<file path="config.mk">
export PLATFORM = sky130hd
export DESIGN_NAME = acpu_ctrl
export DESIGN_NICKNAME = d
export VERILOG_FILES = /design/src/sv/acpu_pkg.sv /design/src/sv/acpu_ctrl.sv
export VERILOG_INCLUDE_DIRS = /design/src /design/src/sv
export SDC_FILE = /design/constraint.sdc
export NUM_CORES = 1
export LEC_CHECK = 0
export BUFFER_PORTS_ARGS = -buffer_cell sky130_fd_sc_hd__buf_2
export CAP_MARGIN = 10
export CELL_PAD_IN_SITES_DETAIL_PLACEMENT = 1
export CELL_PAD_IN_SITES_GLOBAL_PLACEMENT = 1
export CORE_AREA = 2 2 39 41
export CTS_BUF_LIST = sky130_fd_sc_hd__clkbuf_4
export DETAILED_ROUTE_END_ITERATION = 8
export DIE_AREA = 0 0 41 43
export GPL_ROUTABILITY_DRIVEN = 0
export PLACE_DENSITY_LB_ADDON = 0.08
export SKIP_CTS_REPAIR_TIMING = 1
export SYNTH_ARGS = -nofsm -noshare
export SYNTH_HDL_FRONTEND = slang
export SYNTH_SLANG_ARGS = --single-unit
</file>
<file path="constraint.sdc">
create_clock -name i_clk -period 3.1 [get_ports i_clk]
set_input_delay 0.155 -clock i_clk [delete_from_list [all_inputs] [get_ports i_clk]]
set_output_delay 0.155 -clock i_clk [all_outputs]
set_load 0.02 [all_outputs]
</file>
<file path="src/sv/assert_macros.svh">
// shared assertion helpers, clocked on i_clk and quiet while i_rst_n is low
`ifndef ASSERT_MACROS_SVH
`define ASSERT_MACROS_SVH

// holds in the same cycle
`define ACPU_ASSERT(label, prop, msg) \
    label: assert property (@(posedge i_clk) disable iff (!i_rst_n) (prop)) else $error(msg);

// cause in this cycle, effect in the next
`define ACPU_ASSERT_NEXT(label, cause, effect, msg) \
    label: assert property (@(posedge i_clk) disable iff (!i_rst_n) \
        (cause) |=> (effect)) else $error(msg);

`endif

</file>
<file path="src/sv/acpu_pkg.sv">
package acpu_pkg;

    localparam int unsigned DEF_MEMORY_WORDS = 4096;

    localparam logic [1:0] MODE_CLEAR = 2'd0;
    localparam logic [1:0] MODE_LOAD  = 2'd1;
    localparam logic [1:0] MODE_START = 2'd2;
    localparam logic [1:0] MODE_EXEC  = 2'd3;

    localparam logic [2:0] OP_AND = 3'd0;
    localparam logic [2:0] OP_TAD = 3'd1;
    localparam logic [2:0] OP_ISZ = 3'd2;
    localparam logic [2:0] OP_DCA = 3'd3;
    localparam logic [2:0] OP_JMS = 3'd4;
    localparam logic [2:0] OP_JMP = 3'd5;
    localparam logic [2:0] OP_IOT = 3'd6;
    localparam logic [2:0] OP_OPR = 3'd7;

    localparam logic [5:0] DEV_KEYBOARD = 6'd3;
    localparam logic [5:0] DEV_PRINTER  = 6'd4;

    typedef enum logic [2:0] {
        S_CLEAR,
        S_IDLE,
        S_FETCH,
        S_DECODE,
        S_INDIR,
        S_EXEC
    } t_state;

    typedef struct packed {
        logic capture;
        logic clr_step;
        logic rd_pc;
        logic decode;
        logic indir;
        logic exec;
    } t_cmd;

    typedef struct packed {
        logic       halted;
        logic [2:0] opcode;
        logic       indirect;
        logic       out_free;
        logic       clr_last;
    } t_sts;

    // address folded into the memory range by five compare and subtract steps
    function automatic logic [11:0] mod_words(input logic [11:0] a,
                                              input int unsigned words);
        logic [16:0] r;
        logic [16:0] m;
        r = {5'd0, a};
        m = 17'(words);
        for (int k = 4; k >= 0; k--) begin
            if (r >= (m << k)) begin
                r = r - (m << k);
            end
        end
        return r[11:0];
    endfunction

    // microcoded group 1, result is {link, acc}
    function automatic logic [12:0] group_one(input logic [11:0] w,
                                              input logic [11:0] acc,
                                              input logic link);
        logic [11:0] a;
        logic        l;
        logic [12:0] s;
        a = acc;
        l = link;
        if (w[7]) a = '0;
        if (w[6]) l = 1'b0;
        if (w[5]) a = ~a;
        if (w[4]) l = ~l;
        if (w[0]) begin
            s = {1'b0, a} + 13'd1;
            a = s[11:0];
            if (s[12]) l = ~l;
        end
        if (w[3]) begin
            s = {a[0], l, a[11:1]};
            if (w[1]) s = {s[0], s[12:1]};
            l = s[12];
            a = s[11:0];
        end
        if (w[2]) begin
            s = {a[11], a[10:0], l};
            if (w[1]) s = {s[11], s[10:0], s[12]};
            l = s[12];
            a = s[11:0];
        end
        if (w[1] && !w[3] && !w[2]) a = {a[5:0], a[11:6]};
        return {l, a};
    endfunction

endpackage

</file>
<file path="src/sv/acpu_ctrl.sv">
`include "assert_macros.svh"

module acpu_ctrl
    import acpu_pkg::*;
(
    input  logic       i_clk,
    input  logic       i_rst_n,
    input  logic       i_in_valid,
    input  logic [1:0] i_mode,
    input  t_sts       i_sts,
    output logic       o_in_ready,
    output t_cmd       o_cmd
);

    t_state r_state;
    t_state n_state;
    logic   r_from_item;
    logic   n_from_item;
    logic   w_accept;

    assign w_accept = i_in_valid && o_in_ready;

    always_ff @(posedge i_clk) begin
        if (!i_rst_n) begin
            r_state     <= S_CLEAR;
            r_from_item <= 1'b0;
        end else begin
            r_state     <= n_state;
            r_from_item <= n_from_item;
        end
    end

    always_comb begin
        n_state     = r_state;
        n_from_item = r_from_item;
        case (r_state)
            S_CLEAR: begin
                if (i_sts.clr_last) n_state = r_from_item ? S_EXEC : S_IDLE;
            end
            S_IDLE: begin
                if (w_accept) begin
                    n_from_item = 1'b0;
                    case (i_mode)
                        MODE_CLEAR: begin
                            n_state     = S_CLEAR;
                            n_from_item = 1'b1;
                        end
                        MODE_EXEC: n_state = i_sts.halted ? S_EXEC : S_FETCH;
                        default:   n_state = S_EXEC;
                    endcase
                end
            end
            S_FETCH: n_state = S_DECODE;
            S_DECODE: begin
                // indirect pointer read only for memory reference opcodes
                if (i_sts.indirect && (i_sts.opcode inside {[OP_AND:OP_JMP]})) begin
                    n_state = S_INDIR;
                end else begin
                    n_state = S_EXEC;
                end
            end
            S_INDIR: n_state = S_EXEC;
            S_EXEC: begin
                if (i_sts.out_free) n_state = S_IDLE;
            end
            default: n_state = S_IDLE;
        endcase
    end

    always_comb begin
        o_in_ready       = (r_state == S_IDLE);
        o_cmd.capture    = (r_state == S_IDLE) && i_in_valid;
        o_cmd.clr_step   = (r_state == S_CLEAR);
        o_cmd.rd_pc      = (r_state == S_FETCH);
        o_cmd.decode     = (r_state == S_DECODE);
        o_cmd.indir      = (r_state == S_INDIR);
        o_cmd.exec       = (r_state == S_EXEC) && i_sts.out_free;
    end

    `ACPU_ASSERT(a_exec_needs_room, !o_cmd.exec || i_sts.out_free, "exec with output full")
    `ACPU_ASSERT_NEXT(a_clear_holds, (r_state == S_CLEAR) && !i_sts.clr_last, r_state == S_CLEAR, "clear sweep cut short")
    `ACPU_ASSERT_NEXT(a_accept_leaves_idle, w_accept, r_state != S_IDLE, "stayed idle after transaction")

endmodule

</file>
# Word level (Yosys, flattened, before mapping)
# Index checks and enable logic that the tools add are counted.
dict set report totals {
  output_inout_bits 7
  in_bits 12
  register_bits 4
  word_cells 30
}
dict set report op_classes {
  reduce_logical 8
  muxes 9
  n_eq_ne 9
  magnitude_cmp 2
}
# operator n
set op_table {}
lappend op_table {{$pmux 3 s6} 1}
lappend op_table {{$mux 3} 5}
lappend op_table {{$eq 3x2->1 const B} 2}
lappend op_table {{$eq 3x3->1 const B} 2}
lappend op_table {{$pmux 3 s2} 1}
lappend op_table {{$logic_and 1x1->1} 4}
lappend op_table {{$ne 2x2->1 const B} 2}
lappend op_table {{$eq 3x1->1 const B} 1}
lappend op_table {{$ge 3x1->1 const B} 1}
lappend op_table {{$le 3x3->1 const B} 1}
lappend op_table {{$logic_not 3->1} 1}
lappend op_table {{$reduce_and 3->1} 1}
lappend op_table {{$eq 2x2->1 const B} 1}
lappend op_table {{$logic_not 2->1} 1}
lappend op_table {{$mux 1} 2}
lappend op_table {{$ne 2x1->1 const B} 1}
lappend op_table {{$reduce_and 2->1} 1}

# Logic depth before layout (Yosys ltp)
dict set report logic_depth {
  word_depth 5
  mapped_depth 4
}

# Worst setup path before layout
# OpenSTA, ideal clock, no wires.
dict set report synth_timing {
  path_type {register -> register}
  start {reg r_state[2]}
  end {reg r_state[2]}
  arrival_time_ns 1.301
  n_path_buf 0
  synth_period_minus_slack_ns 1.387
  slack_ns 1.713
  stages_incl_launch_ff 4
  cell_sequence {dfxtp_1 nor3b_2 or3b_1 a211oi_1}
}
dict set report synth_via {
  elab_chain_cells 4
  elab_cells_between_ends 12
}
# element line
set synth_lines {}
lappend synth_lines {{start: declaration} acpu_ctrl.sv:15} ;# t_state r_state;
lappend synth_lines {{start signal: assignment} acpu_ctrl.sv:28} ;# r_state <= n_state;
lappend synth_lines {{$eq 3x1->1 *} acpu_ctrl.sv:71} ;# o_in_ready = (r_state == S_IDLE);
lappend synth_lines {{via o_in_ready} acpu_ctrl.sv:11} ;# output logic o_in_ready,
lappend synth_lines {{$logic_and 1x1->1} acpu_ctrl.sv:21} ;# assign w_accept = i_in_valid && o_in_ready;
lappend synth_lines {{$ne 2x1->1 (no source line)} n/a}
lappend synth_lines {{$reduce_and 3->1 (no source line)} n/a}
# Mark *: on every way through the listed nets, which the timed path passes. The rest lies on a longest branch.
# A chain may end at the register's enable or synchronous reset.

# Worst setup path in the final report
dict set report layout_timing {
  start {reg r_state[0]}
  end {reg r_state[2]}
}
dict set report layout_via {
  elab_chain_cells 4
  elab_cells_between_ends 12
}
# element line
set layout_lines {}
lappend layout_lines {{$eq 3x1->1} {acpu_ctrl.sv:36, acpu_ctrl.sv:71}}
lappend layout_lines {{$logic_and 1x1->1} acpu_ctrl.sv:21}
lappend layout_lines {{$ne 2x1->1 (no source line)} n/a}
lappend layout_lines {{$reduce_and 3->1 (no source line)} n/a}
# Several ways; a longest one is shown, not always the timed one.

==> flow_metrics.tcl <==
set metrics [dict create \
    syn_avg_cell_area_um2 8.021 \
    synth_area_leaders "dfxtp_1, and4bb_4, nor3_1" \
    fin_setup_tns_ns 0 \
    initial_core_util_pct 22.60 \
    antenna_cells 0 \
    synth_top_area_share_pct 25.60 \
    multi_input_area_um2 207.7 \
    synth_compound_area_share_pct 18.80 \
    die_y_um 43 \
    stdcell_count 72 \
    ys_types 24 \
    grt_max_degree 13 \
    place_hpwl_um 707.4 \
    rsz0062_at_grt "no" \
    viasPerCell 4.792 \
    clockRootBuffer "clkbuf_4" \
    die-area_um2 1763 \
    clk_latency_ns 0.25 \
    p_leak_nw 0.2031 \
    slew_violations 0 \
    syn_nets 51 \
    setup_viol 0 \
    wl_met1_um 382 \
    wl_met2_um 416 \
    htreeDepth 1 \
    dp_cells 69 \
    place_area_um2 400.4 \
    postSynthCellCount 39 \
    core_um2 1384 \
    cp.required_ns 3.27 \
    drive_gt1_share_pct 44.64 \
    yosys.area.top_type "dfxtp_1" \
    synthAdderAreaFrac_pct 0 \
    synth_top_family_by_area "simple AND/OR/NAND/NOR gates" \
    yosys.area_share.simple_pct 44.40 \
    synth-seq-area-share_pct 25.60 \
    drtIter0Drc 0 \
    crit_slowest_cell "dfxtp_1" \
    ys_ff_latch 4 \
    hold_viol_final 0 \
    skew_ns 0.006698 \
    path_class "reg2reg" \
    grt_overflow 0 \
    grt_use_total_pct 13.97 \
    end_kind "flop" \
    fin_crit_sh_pct 46.30 \
    cts_buffers 3 \
    start_kind "flop" \
    regArea_um2 80.08 \
    row_count 14 \
    period_needed_ns 1.435 \
    max_slew.worst_pin.slew_ns 0.4131 \
    muxShareOfSynthArea_pct 3.200 \
    synthXorXnorAreaFrac_pct 0 \
    nNetsFinal 70 \
    clk_pin_slew_ns 0.04 \
    timing.fmax_mhz 696.7 \
    syn2layout_area_growth_pct 35.20 \
    ios 19 \
    maxCapViolCount 0 \
    cpPeakStageDelay_ns 0.51 \
    wl_um 924 \
    netlist_area_um2 312.8 \
    wl_per_cell_um 12.83 \
    grt_pass1_vias 327 \
    hold_class "in2reg" \
    ant_nets 0 \
    top_layer_used "met4" \
    wl_met3_um 77 \
    pwr_density_cell_nw_per_um2 404.5 \
    drc 0 \
    clk_path_buf_depth 2 \
    cts_sinks 4 \
    arrival_ns 1.60 \
    cp_cell_sequence "nor3b_2, or3b_1, a211oi_1" \
    cts_tree "done" \
    antenna_found_initial 0 \
    grt_pass1_wl_um 1476 \
    vias 345 \
    portBuffers 17 \
    slew_headroom_pct 72.42 \
    worstPathMaxFanout 11 \
    fillCellCount 179 \
    synth-warning-count 0 \
    die_w_um 41 \
    drt_first_pass_iters 1 \
    status "finished clean" \
    final_area_um2 422.9 \
    ir_drop_mv 0.1868 \
]
-- registers in the layout, indices dropped and copies added, names as in the netlist --
register / cells
r_from_item: 1
r_state: 3
-- cell type report --
type,instances,area share [%]
Clock buffer,3,5.325
Tap cell,16,4.734
Timing Repair Buffer,17,20.12
Sequential cell,4,18.93
Multi-Input combinational cell,30,49.11
Inverter,2,1.775
-- Yosys cell counts --
| library cell | instances |
|---|---|
| buf_4 | 1 |
| a211oi_1 | 1 |
| nor2b_1 | 1 |
| dfxtp_1 | 4 |
| nor3_1 | 3 |
| inv_1 | 2 |
| mux2i_1 | 1 |
| and3_1 | 2 |
| and3b_4 | 1 |
| a21oi_1 | 1 |
| and4bb_4 | 1 |
| nor3b_2 | 1 |
| and3b_2 | 1 |
| buf_2 | 2 |
| o21ai_0 | 2 |
| o211a_1 | 1 |
| nor2b_2 | 1 |
| a32oi_1 | 1 |
| nand2b_1 | 1 |
| a221oi_1 | 1 |
| o41ai_1 | 1 |
| nor2_1 | 4 |
| nand2_1 | 4 |
| or3b_1 | 1 |
-- report_power, final --
part	internal [mW]	total (mW)	leakage, nW	switching, mW
Sequential	0.0544	0.0604	0.0327	0.00600
Clock	0.0436	0.0694	0.0138	0.0258
Combinational	0.0206	0.0413	0.157	0.0206
Total	0.119	0.171	0.203	0.0524
-- placed cells by master, fill, tap and decap left out --
| cell type | instances |
|---|---|
| clkbuf_4 | 3 |
| and3b_4 | 1 |
| nand2b_1 | 1 |
| a221oi_1 | 1 |
| nand2_1 | 4 |
| mux2i_1 | 1 |
| and4bb_4 | 1 |
| and3_1 | 2 |
| o211a_1 | 1 |
| and3b_2 | 1 |
| o41ai_1 | 1 |
| a21oi_1 | 1 |
| or3b_1 | 1 |
| buf_2 | 17 |
| o21ai_0 | 2 |
| nor3_1 | 3 |
| nor3b_2 | 1 |
| a211oi_1 | 1 |
| nor2b_2 | 1 |
| inv_1 | 2 |
| nor2b_1 | 1 |
| a32oi_1 | 1 |
| dfxtp_1 | 4 |
| nor2_1 | 4 |
-- stage by stage --
stage | utilization, % | hold slack [ns] | setup slack, ns | power (mW)
2_1_floorplan | - | 0.2832 | 1.713 | 0.08825
3_3_place_gp | 28.93 | 0.4235 | 1.672 | 0.1024
3_5_place_dp | 28.93 | 0.4383 | 1.681 | 0.1030
4_1_cts | 30.56 | 0.1755 | 1.646 | 0.1751
5_1_grt | 30.56 | 0.1925 | 1.558 | 0.1835
6_report | 30.56 | 0.1864 | 1.665 | 0.1711
-- cell families after synthesis --
kind of cell | after synthesis
muxes | 1
AOI/OAI and AO/OA | 8
and+or+nand+nor | 21
buffers and inverters | 5
DFF | 4
-- critical path: cells and delay by family (launching register included) --
| kind | cells | cell delay, ns |
|---|---|---|
| AND/OR/NAND/NOR | 2 | 0.62 |
| AO/OA/AOI/OAI | 1 | 0.22 |
| flip-flops | 1 | 0.51 |
-- routing by layer --
metal,track usage (%),vias to the layer above
met5,0,-
met4,14.00,0
met3,8.377,5
met2,17.50,11
met1,14.84,154
li1,-,175
-- worst paths after layout --
path                from     endpoint  slack [ns]  depth (start not counted)
max reg2reg   r_state[0]   r_state[2]        1.66                          3
max           r_state[0]   r_state[2]        1.66                          3
min reg2reg  r_from_item  r_from_item        0.54                          2
min              i_rst_n   r_state[0]        0.19                          2
Note: power is estimated with default switching activity, not from simulation.
